--- config.mk ---
export PLATFORM = sky130hd
export DESIGN_NAME = utf8_name_validator_fnv1a_top
export DESIGN_NICKNAME = d
export VERILOG_FILES = /design/src/rtl/utf8v_pkg.sv /design/src/rtl/utf8v_in_reg.sv /design/src/rtl/utf8v_step.sv /design/src/rtl/utf8_name_validator_fnv1a_top.sv
export SDC_FILE = /design/constraint.sdc
export NUM_CORES = 1
export LEC_CHECK = 0
export BUFFER_PORTS_ARGS = -buffer_cell sky130_fd_sc_hd__buf_2
export CORE_MARGIN = 2
export CORE_UTILIZATION = 60
export DETAILED_ROUTE_END_ITERATION = 8
export PLACE_DENSITY_LB_ADDON = 0.25
export SYNTH_ARGS = -nofsm -noshare
export SYNTH_HDL_FRONTEND = slang
export SYNTH_SLANG_ARGS = --single-unit
export TNS_END_PERCENT = 20
--- constraint.sdc ---
create_clock -name clk -period 10.95 [get_ports clk]
set_input_delay 1.6425 -clock clk [delete_from_list [all_inputs] [get_ports clk]]
set_output_delay 1.6425 -clock clk [all_outputs]
set_load 0.05 [all_outputs]
--- src/rtl/utf8v_pkg.sv ---
// Shared types, constants and the FNV-1a step for the UTF-8 name validator.
// No dependencies; used by every module of the block.
package utf8v_pkg;

  localparam logic [31:0] FNV_BASIS = 32'd2166136261;
  localparam logic [31:0] FNV_PRIME = 32'd16777619;

  localparam logic [7:0] BYTE_SPACE  = 8'h20;
  localparam logic [7:0] BYTE_DEL    = 8'h7f;
  localparam logic [7:0] LEAD2_LO    = 8'hc2;
  localparam logic [7:0] LEAD2_HI    = 8'hdf;
  localparam logic [7:0] LEAD3_LO    = 8'he0;
  localparam logic [7:0] LEAD3_HI    = 8'hef;
  localparam logic [7:0] LEAD4_LO    = 8'hf0;
  localparam logic [7:0] LEAD4_HI    = 8'hf4;
  localparam logic [7:0] LEAD_E0     = 8'he0;
  localparam logic [7:0] LEAD_ED     = 8'hed;
  localparam logic [7:0] LEAD_F0     = 8'hf0;
  localparam logic [7:0] LEAD_F4     = 8'hf4;
  localparam logic [7:0] CONT_MASK   = 8'hc0;
  localparam logic [7:0] CONT_TAG    = 8'h80;
  localparam logic [7:0] SECOND_A0   = 8'ha0;
  localparam logic [7:0] SECOND_90   = 8'h90;
  localparam logic [7:0] COUNT_SAT   = 8'hff;
  localparam logic [7:0] MAX_LEN_RST = 8'd64;

  typedef enum logic [2:0] {
    CLASS_NONE = 3'd0,
    CLASS_E0   = 3'd1,
    CLASS_ED   = 3'd2,
    CLASS_F0   = 3'd3,
    CLASS_F4   = 3'd4
  } lead_class_t;

  typedef struct packed {
    logic [31:0] hash;
    logic [7:0]  count;
    logic [1:0]  cont_left;
    lead_class_t lead;
    logic        expect_second;
    logic        err;
  } name_state_t;

  typedef struct packed {
    logic       valid;
    logic [7:0] data;
    logic       last;
  } in_word_t;

  typedef struct packed {
    logic        name_valid;
    logic [31:0] name_hash;
    logic [7:0]  name_length;
  } result_t;

  localparam name_state_t STATE_CLEAR = '{
    hash: FNV_BASIS, count: 8'd0, cont_left: 2'd0, lead: CLASS_NONE,
    expect_second: 1'b0, err: 1'b0
  };

  // prime = 2^24 + 2^8 + 2^7 + 2^4 + 2^1 + 1
  function automatic logic [31:0] fnv_step(input logic [31:0] h, input logic [7:0] b);
    logic [31:0] x;
    x = h ^ {24'd0, b};
    return (x << 24) + (x << 8) + (x << 7) + (x << 4) + (x << 1) + x;
  endfunction

endpackage

--- src/rtl/utf8v_in_reg.sv ---
// Input register: holds one accepted word until the step logic takes it.
// Depends on utf8v_pkg.
module utf8v_in_reg (
  input  logic              clk,
  input  logic              rst_n,
  input  logic              in_tvalid,
  output logic              in_tready,
  input  logic [7:0]        in_tdata,   // [7:0] name_byte
  input  logic              in_tlast,   // last_byte
  input  logic              advance,
  output utf8v_pkg::in_word_t word
);

  logic       valid_r, valid_nxt;
  logic [7:0] data_r;
  logic       last_r;
  logic       load;

  assign in_tready = !valid_r || advance;
  assign load      = in_tvalid && in_tready;

  always_comb begin
    valid_nxt = valid_r;
    if (load) begin
      valid_nxt = 1'b1;
    end else if (advance) begin
      valid_nxt = 1'b0;
    end
  end

  always_ff @(posedge clk) begin
    if (!rst_n) begin
      valid_r <= 1'b0;
    end else begin
      valid_r <= valid_nxt;
    end
  end

  always_ff @(posedge clk) begin
    if (load) begin
      data_r <= in_tdata;
      last_r <= in_tlast;
    end
  end

  assign word.valid = valid_r;
  assign word.data  = data_r;
  assign word.last  = last_r;

endmodule

--- src/rtl/utf8v_step.sv ---
// Per-byte update: length check, FNV-1a fold, UTF-8 decode and end-of-name checks.
// Purely combinational; depends on utf8v_pkg.
module utf8v_step (
  input  utf8v_pkg::name_state_t st,
  input  logic [7:0]             b,
  input  logic                   last,
  input  logic [7:0]             max_length,
  output utf8v_pkg::name_state_t st_nxt,
  output utf8v_pkg::result_t     res
);

  utf8v_pkg::name_state_t s;

  always_comb begin
    s      = st;
    s.hash = utf8v_pkg::fnv_step(st.hash, b);

    if (st.count == 8'd0 && b == utf8v_pkg::BYTE_SPACE) begin
      s.err = 1'b1;
    end

    if (st.count == utf8v_pkg::COUNT_SAT) begin
      s.err = 1'b1;
    end else begin
      s.count = st.count + 8'd1;
      if (s.count > max_length) begin
        s.err = 1'b1;
      end
    end

    if (st.cont_left != 2'd0) begin
      if ((b & utf8v_pkg::CONT_MASK) != utf8v_pkg::CONT_TAG) begin
        s.err = 1'b1;
      end
      if (st.expect_second) begin
        if ((st.lead == utf8v_pkg::CLASS_E0 && b <  utf8v_pkg::SECOND_A0) ||
            (st.lead == utf8v_pkg::CLASS_ED && b >= utf8v_pkg::SECOND_A0) ||
            (st.lead == utf8v_pkg::CLASS_F0 && b <  utf8v_pkg::SECOND_90) ||
            (st.lead == utf8v_pkg::CLASS_F4 && b >= utf8v_pkg::SECOND_90)) begin
          s.err = 1'b1;
        end
        s.expect_second = 1'b0;
      end
      s.cont_left = st.cont_left - 2'd1;
    end else begin
      s.lead = utf8v_pkg::CLASS_NONE;
      if (b inside {[8'h00:8'h7f]}) begin
        if (b < utf8v_pkg::BYTE_SPACE || b == utf8v_pkg::BYTE_DEL) begin
          s.err = 1'b1;
        end
      end else if (b inside {[utf8v_pkg::LEAD2_LO:utf8v_pkg::LEAD2_HI]}) begin
        s.cont_left     = 2'd1;
        s.expect_second = 1'b1;
      end else if (b inside {[utf8v_pkg::LEAD3_LO:utf8v_pkg::LEAD3_HI]}) begin
        s.cont_left     = 2'd2;
        s.expect_second = 1'b1;
        if (b == utf8v_pkg::LEAD_E0) begin
          s.lead = utf8v_pkg::CLASS_E0;
        end else if (b == utf8v_pkg::LEAD_ED) begin
          s.lead = utf8v_pkg::CLASS_ED;
        end
      end else if (b inside {[utf8v_pkg::LEAD4_LO:utf8v_pkg::LEAD4_HI]}) begin
        s.cont_left     = 2'd3;
        s.expect_second = 1'b1;
        if (b == utf8v_pkg::LEAD_F0) begin
          s.lead = utf8v_pkg::CLASS_F0;
        end else if (b == utf8v_pkg::LEAD_F4) begin
          s.lead = utf8v_pkg::CLASS_F4;
        end
      end else begin
        s.err = 1'b1;
      end
    end

    if (last && (b == utf8v_pkg::BYTE_SPACE || s.cont_left != 2'd0)) begin
      s.err = 1'b1;
    end

    res.name_valid  = !s.err;
    res.name_hash   = s.hash;
    res.name_length = s.count;
    st_nxt          = last ? utf8v_pkg::STATE_CLEAR : s;
  end

endmodule

--- src/rtl/utf8_name_validator_fnv1a_top.sv ---
// Top level of the UTF-8 display-name validator with FNV-1a 32-bit hash.
// Instantiates utf8v_in_reg and utf8v_step; depends on utf8v_pkg.
//
// Usage:
//   Input stream: one name byte per word on in_tdata, in_tlast on the final
//   byte. A name must hold at least one byte. Result stream: one word per
//   name. out_tuser is the pass flag, out_tdata carries the hash and the
//   saturated byte count. cfg_wr_en / cfg_wr_data write max_length (reset
//   64) only while the block idles, a user rule the block does not enforce.
// Timing:
//   One byte per cycle sustained unless a final byte waits for the output
//   register, set by the state loop (hash multiply by shifts and adds,
//   decode). A byte waits in the input register; the result of a final byte
//   is registered from there into the output register, where it can be taken.
// Reset: clears the name state and the valid flags of the input and output
//   registers, and sets max_length to 64.
// Stall: non-final bytes keep flowing while a result waits. A final byte
//   waits in the input register until the output register is free, and
//   in_tready drops behind it.
module utf8_name_validator_fnv1a_top (
  input  logic        clk,
  input  logic        rst_n,
  input  logic        in_tvalid,
  output logic        in_tready,
  input  logic [7:0]  in_tdata,    // [7:0] name_byte
  input  logic        in_tlast,    // last_byte
  output logic        out_tvalid,
  input  logic        out_tready,
  output logic [39:0] out_tdata,   // [31:0] name_hash, [39:32] name_length
  output logic        out_tuser,   // name_valid
  input  logic        cfg_wr_en,
  input  logic [7:0]  cfg_wr_data
);

  utf8v_pkg::in_word_t    word;
  utf8v_pkg::name_state_t state_r, state_nxt;
  utf8v_pkg::result_t     res, res_r;
  logic                   advance;
  logic                   out_valid_r, out_valid_nxt;
  logic [7:0]             max_length_r;

  assign advance = word.valid && (!word.last || !out_valid_r || out_tready);

  utf8v_in_reg u_in_reg (
    .clk       (clk),
    .rst_n     (rst_n),
    .in_tvalid (in_tvalid),
    .in_tready (in_tready),
    .in_tdata  (in_tdata),
    .in_tlast  (in_tlast),
    .advance   (advance),
    .word      (word)
  );

  utf8v_step u_step (
    .st         (state_r),
    .b          (word.data),
    .last       (word.last),
    .max_length (max_length_r),
    .st_nxt     (state_nxt),
    .res        (res)
  );

  always_comb begin
    out_valid_nxt = out_valid_r;
    if (advance && word.last) begin
      out_valid_nxt = 1'b1;
    end else if (out_tready) begin
      out_valid_nxt = 1'b0;
    end
  end

  always_ff @(posedge clk) begin
    if (!rst_n) begin
      state_r      <= utf8v_pkg::STATE_CLEAR;
      out_valid_r  <= 1'b0;
      max_length_r <= utf8v_pkg::MAX_LEN_RST;
    end else begin
      if (advance) begin
        state_r <= state_nxt;
      end
      out_valid_r <= out_valid_nxt;
      if (cfg_wr_en) begin
        max_length_r <= cfg_wr_data;
      end
    end
  end

  always_ff @(posedge clk) begin
    if (advance && word.last) begin
      res_r <= res;
    end
  end

  assign out_tvalid = out_valid_r;
  assign out_tuser  = res_r.name_valid;
  assign out_tdata  = {res_r.name_length, res_r.name_hash};

  a_ready_low_only_behind_final: assert property (
    @(posedge clk) disable iff (!rst_n)
    !in_tready |-> word.valid && word.last && out_valid_r && !out_tready
  ) else $error("input blocked without a waiting final byte");

  a_state_cleared_after_name: assert property (
    @(posedge clk) disable iff (!rst_n)
    advance && word.last |=> state_r.count == 8'd0 && !state_r.err &&
                             state_r.cont_left == 2'd0
  ) else $error("name state not cleared after final byte");

  a_result_drained: assert property (
    @(posedge clk) disable iff (!rst_n)
    out_valid_r && out_tready && !(advance && word.last) |=> !out_valid_r
  ) else $error("result repeated after being taken");

endmodule
==> results.py, run 1 <==
metrics = {
    "timing": {
        "setup_viol": 0,
        "rsz0062_at_grt": "no",
        "timing.setup.tns_ps": 0,
        "finalCriticalPeriod_ps": 5572,
        "fmax_mhz": 179.5,
        "final-max-slew-violation-count": 0,
        "fin_skew_ps": 10.71,
        "tightest_slew_ps": 1155,
        "slew_headroom_pct": 22.72,
        "hold_viol": 0,
        "fin_crit_sh_pct": 50.89,
    },
    "yosys": {
        "yosysWarnings": 0,
        "synth_top_area_share_pct": 18.19,
        "synth_nets": 1006,
        "synth_edf_count": 50,
        "synth.largest_area_cell": "edfxtp_1",
        "syn_inst": 842,
        "syn_area_sq_um": 8254,
        "synth.avg_cell_area_sq_um": 9.803,
        "synthFlopType": "dfxtp_1",
        "async_flop_share_pct": 0,
        "seq_area_frac_synth_pct": 32.01,
        "synth.distinct_cells": 69,
        "yosys-top-cells-area": "edfxtp_1 18%, fa_1 16%, dfxtp_1 14%",
        "ys_seq_elements": 107,
    },
    "floorplanning": {
        "start_util_pct": 61.84,
        "core_area_sq_um": 13350,
        "die_y_um": 121.3,
        "pin_count": 65,
        "die_x_um": 121.3,
        "placementRows": 42,
        "die-area_sq_um": 14710,
    },
    "route": {
        "avgRoutedWirePerCell_um": 17.75,
        "postRouteAntennaNets": 0,
        "routed_via_density": 5.771,
        "drtPass1Iterations": 5,
        "routed-via-count": 6210,
        "drt_iter0_drc": 549,
        "wirelength_um": 19100,
        "drc": 0,
    },
    "clock_network": {
        "clk_latency_ps": 360,
        "hold_buffers": 0,
        "root_buffer": "clkbuf_16",
        "clk_path_buf_depth": 2,
        "clock_sinks": 107,
        "clkTransAtPathRegs_ps": 70,
        "post_cts_resized": 0,
        "cts_tree": "done",
        "htreeDepth": 3,
        "cts-buffers-inserted": 9,
        "cts_setup_buffers": 0,
    },
    "worst_hold_path": {
        "min_path_type": "flop to flop",
    },
    "worst_setup_path": {
        "cp-start-kind": "flop",
        "end_kind": "flop",
        "worstSetupPathType": "flop to flop",
        "crit_fanout": 11,
        "worstPathRequired_ps": 11200,
        "crit_arrival_ps": 5820,
    },
    "cells_and_area": {
        "seq_area_sq_um": 2643,
        "nFillCells": 1060,
        "drive_above_1_share_pct": 10.56,
        "multiInputGateArea_sq_um": 4928,
        "insertedDiodeCount": 0,
        "syn2layout_area_growth_pct": 8.807,
        "fin_nets": 1059,
    },
    "global_route": {
        "overflow": 0,
        "grt_pass1_wl_um": 31880,
        "grt_max_degree": 44,
        "grt_pass1_vias": 6334,
        "track_usage_pct": 27.90,
        "antenna_found_initial": 0,
    },
    "run": {
        "maxCapViolCount": 0,
    },
    "placement": {
        "port_buffers": 64,
        "hpwl_um": 14490,
        "place.gp.congestion": 0.9249,
    },
    "outcome": {
        "status": "completed",
    },
}
cells in the mapped netlist, drive strengths merged (12+ instances only):
cell type and count:
a21o 12, a21oi 48, a22oi 18, clkbuf 24, dfxtp 57, edfxtp 50
fa 68, ha 74, inv 144, nand2 48, nand2b 13, nand3 20
nor2 53, o21ai 28, xnor2 52, xor2 16
flip-flops by register name, indices dropped and copies added (netlist names):
name,cells
out_tuser,1
u_in_reg.data_r,8
out_tvalid,1
u_in_reg.valid_r,1
max_length_r,8
u_in_reg.last_r,1
state_r,47
out_tdata,40
through the flow:
stage                     hold WS (ps)  setup slack [ps]  area (sq um)  utilization, %  cells
final                            476.4              5378          8981           67.29   1076
after global routing             521.5              5102          8981           67.29   1076
after CTS                        481.2              5557          8981           67.29   1076
after detailed placement         463.4              5574          8697           65.16   1060
after global placement           453.6              5744          8697           65.16   1060
after floorplan                  431.0              6315          8254               -    842
per-layer routing:
layer / up-vias / GRT usage, % / wire, um
met2: 261 / 44.73 / 9034
met4: 0 / 6.968 / 240
met5: - / 0 / 0
met3: 28 / 5.028 / 1366
li1: 2938 / - / -
met1: 2983 / 39.47 / 8461
cell type report:
cell class / instances / share of cell area [%]
clock buffer: 9 / 2.508
clock inverter: 7 / 0.6548
inverter: 144 / 6.018
multi-input combinational: 563 / 54.88
sequential: 107 / 29.42
tap: 176 / 2.452
timing repair buffer: 70 / 4.068
worst max-delay path: stages (launching register included):
cell	delay, ps
edfxtp_1	510
xor2_1	940
xnor2_1	200
ha_1	230
a21oi_1	160
fa_1	480
fa_1	540
inv_1	40
ha_1	370
a21oi_1	220
o21ai_1	160
a211oi_2	450
a21oi_2	210
and3_1	230
or3_1	320
a32o_1	250
and2_1	150
logic make-up (layout without fill, tap and decap cells):
group,Yosys count,count (layout),synth area share [%]
mux,7,7,0.8489
xor+xnor,68,68,7.306
compound gates,158,158,12.66
simple gates,187,187,11.07
buf+inv,172,230,8.277
flops,107,107,32.01
fa+ha+maj,143,143,27.83
path summary, 6_finish.rpt:
path,from,end,slack [ps],cells after the start
max,u_in_reg.data_r[6]$_DFFE_PP_,state_r[40]$_SDFFE_PN0P_,5380,16
min,state_r[1]$_SDFFE_PN0P_,state_r[1]$_SDFFE_PN0P_,480,2
max reg2reg,u_in_reg.data_r[6]$_DFFE_PP_,state_r[40]$_SDFFE_PN0P_,5380,16
min reg2reg,state_r[1]$_SDFFE_PN0P_,state_r[1]$_SDFFE_PN0P_,480,2
cells in the final DEF (no fill, tap or decap), types with 4 or more instances in the layout:
cell       count
fa_1          68
dfxtp_1       57
nand4_1        6
xor2_1        16
clkbuf_16      9
buf_2         64
edfxtp_1      50
nand3_1       20
nand2_1       48
buf_4          6
o21ai_1        7
a31oi_1        5
nor2_1        53
and3_1         7
o21bai_1       5
nand3b_1       5
nor4_1         4
a22oi_1       18
nor3_1        11
o211ai_1       9
a21oi_1       45
xnor2_1       51
and2_1         4
a21o_1        12
ha_1          74
nand2b_1      12
o21ai_0       21
inv_1        144
mux2i_1        7
Power of run 1 is left out: the tool's default activity adds up to more than one toggle a clock period on the data nets, which glitch-free logic cannot reach.
==> run 2: changes to the inputs <==
Settings changed: ABC_AREA from default to 1, CORE_UTILIZATION 60 to 56.
Clock period 10.95 ns to 4.9 ns, I/O delays scaled along.
==> run 2 against run 1 <==
Effect of this change:
- clock skew rose by 4.0 ps
- first-iteration DRC count shrank 15%
- flip-flop and latch count is the same
- final cell count rose by 39%
==> results.py, run 2 <==
metrics = {
    "route": {
        "drtPass1Iterations": 5,
        "routed_via_density": 5.097,
        "drt_iter0_drc": 469,
        "avgRoutedWirePerCell_um": 15.29,
        "wirelength_um": 22830,
        "postRouteAntennaNets": 0,
        "routed-via-count": 7610,
        "drc": 0,
    },
    "clock_network": {
        "post_cts_resized": 0,
        "htreeDepth": 3,
        "cts-buffers-inserted": 9,
        "clk_latency_ps": 370,
        "clock_sinks": 107,
        "cts_setup_buffers": 0,
        "hold_buffers": 0,
        "root_buffer": "clkbuf_16",
        "cts_tree": "done",
        "clk_path_buf_depth": 2,
        "clkTransAtPathRegs_ps": 80,
    },
    "yosys": {
        "syn_inst": 1208,
        "synth.avg_cell_area_sq_um": 7.578,
        "synth.largest_area_cell": "edfxtp_1",
        "yosysWarnings": 0,
        "synth_nets": 1372,
        "yosysMostFrequentCell": "nand2_1",
        "seq_area_frac_synth_pct": 28.87,
        "synthFlopType": "dfxtp_1",
        "synth_edf_count": 50,
        "async_flop_share_pct": 0,
        "synth_top_area_share_pct": 16.40,
        "synth_commonest_cells": "318 x nand2_1, 294 x inv_1, 81 x a21oi_1",
        "syn_area_sq_um": 9154,
        "ys_seq_elements": 107,
        "yosys-top-cells-area": "edfxtp_1 16%, fa_1 15%, nand2_1 13%",
        "synth.distinct_cells": 35,
    },
    "floorplanning": {
        "pin_count": 65,
        "die-area_sq_um": 17380,
        "start_util_pct": 57.42,
        "die_x_um": 131.9,
        "core_area_sq_um": 15940,
        "die_y_um": 131.9,
        "placementRows": 46,
    },
    "worst_setup_path": {
        "r2r-start": "u_in_reg.data_r[3]$_DFFE_PP_",
        "crit_family": "adder cells",
        "path_cells": "xnor2_1 -> inv_1 -> ha_1 -> a21o_1 -> inv_1 -> fa_1 -> fa_1 -> inv_1 -> ha_1 -> nand2_1 -> inv_1 -> a21oi_1 -> nand2_1 -> nand2_1 -> nand2_1 -> or2_2 -> and2_1",
        "worstPathRequired_ps": 5020,
        "crit_arrival_ps": 4750,
        "reg2reg_depth": 17,
        "worstSetupPathType": "flop to flop",
        "end_kind": "flop",
        "worst-path-buf-inv": 4,
        "r2r_slack_ps": 260,
        "reg2reg_to": "out_tdata[16]$_DFFE_PP_",
        "cp_slowest_cell": "fa_1",
        "cp-start-kind": "flop",
        "crit_fanout": 4,
        "cpPeakStageDelay_ps": 550,
    },
    "timing": {
        "setup_viol": 0,
        "finalCriticalPeriod_ps": 4636,
        "slew_headroom_pct": 29.64,
        "rsz0062_at_grt": "no",
        "tightest_slew_ps": 1054,
        "hold_viol": 0,
        "fin_crit_sh_pct": 94.60,
        "fin_skew_ps": 14.75,
        "final-max-slew-violation-count": 0,
        "fmax_mhz": 215.7,
        "timing.setup.tns_ps": 0,
    },
    "cells_and_area": {
        "fin_nets": 1436,
        "insertedDiodeCount": 0,
        "largest_reg_flops": 47,
        "max_flop_register": "state_r",
        "mostFrequentLayoutCells": "318 x nand2_1, 293 x inv_1, 81 x a21oi_1",
        "syn2layout_area_growth_pct": 9.541,
        "final_common_cell": "nand2_1",
        "drive_above_1_share_pct": 8.144,
    },
    "run": {
        "maxCapViolCount": 0,
    },
    "placement": {
        "hpwl_um": 18140,
        "place.gp.congestion": 0.9282,
        "port_buffers": 64,
    },
    "worst_hold_path": {
        "min_path_type": "flop to flop",
        "hold_start": "max_length_r[2]$_SDFFE_PN0P_",
        "min_path_cells": 2,
        "min_to": "max_length_r[2]$_SDFFE_PN0P_",
    },
    "global_route": {
        "overflow": 0,
        "antenna_found_initial": 0,
        "grt_pass1_vias": 7445,
        "grt_pass1_wl_um": 37000,
        "track_usage_pct": 27.36,
        "grt_max_degree": 46,
    },
    "outcome": {
        "status": "completed",
    },
}
## run 2: area by class of cell
type / instances / area, sq um
clock buffers: 10 / 239.0
inverters: 297 / 1115
fillers: 1481 / 5916
repair buffers: 69 / 357.8
multi-input cells: 788 / 5333
well taps: 216 / 270.3
flip-flops and latches: 107 / 2643
clock inverters: 6 / 70.07
## run 2: through the flow
step	cells	cell area [sq um]	hold slack (ps)	util, %	setup WS, ps
after floorplan	1208	9154	439.7	-	957.7
after global placement	1477	9718	453.4	60.96	328.3
after detailed placement	1477	9718	456.7	60.96	275.8
after CTS	1493	10030	470.4	62.89	273.1
after global routing	1493	10030	490.9	62.89	60.96
final	1493	10030	468.2	62.89	264.4
## run 2: worst max-delay path by stage
stage / slack [ps] / endpoint / start / cells past startpoint
finish: 260 / out_tdata[16]$_DFFE_PP_ / u_in_reg.data_r[3]$_DFFE_PP_ / 17
global route: 60 / out_tdata[16]$_DFFE_PP_ / u_in_reg.data_r[3]$_DFFE_PP_ / 16
CTS: 270 / out_tdata[16]$_DFFE_PP_ / u_in_reg.data_r[3]$_DFFE_PP_ / 16
detailed placement: 280 / out_tdata[16]$_DFFE_PP_ / u_in_reg.data_r[3]$_DFFE_PP_ / 17
global placement: 330 / out_tdata[16]$_DFFE_PP_ / u_in_reg.data_r[3]$_DFFE_PP_ / 16
floorplan: 960 / out_tdata[19]$_DFFE_PP_ / u_in_reg.data_r[3]$_DFFE_PP_ / 18
## run 2: worst reg2reg max path, cell delays in order, from the launching register on
cell and delay (ps):
edfxtp_1 440, xnor2_1 370, inv_1 190, ha_1 390
a21o_1 210, inv_1 80, fa_1 440, fa_1 550
inv_1 40, ha_1 340, nand2_1 150, inv_1 50
a21oi_1 270, nand2_1 220, nand2_1 100, nand2_1 80
or2_2 290, and2_1 160
## run 2: cells by family (layout without fill, tap and decap cells)
| group | Yosys count | count (layout) | share of synthesized area (%) |
|---|---|---|---|
| flops | 107 | 107 | 28.87 |
| simple gates | 490 | 490 | 22.51 |
| xor+xnor | 37 | 37 | 3.827 |
| compound gates | 119 | 119 | 6.848 |
| fa+ha+maj | 142 | 142 | 24.99 |
| buf+inv | 313 | 382 | 12.96 |
## run 2: routing by layer
metal	wire length, um	up-vias	track usage [%]	share of wire [%]
met4	849	0	12.74	3.7
met5	0	-	0	0
met3	1261	48	3.537	5.5
li1	-	3823	-	-
met1	9749	3524	34.68	43
met2	10970	215	46.74	48
Power of run 2 is left out for the same reason.
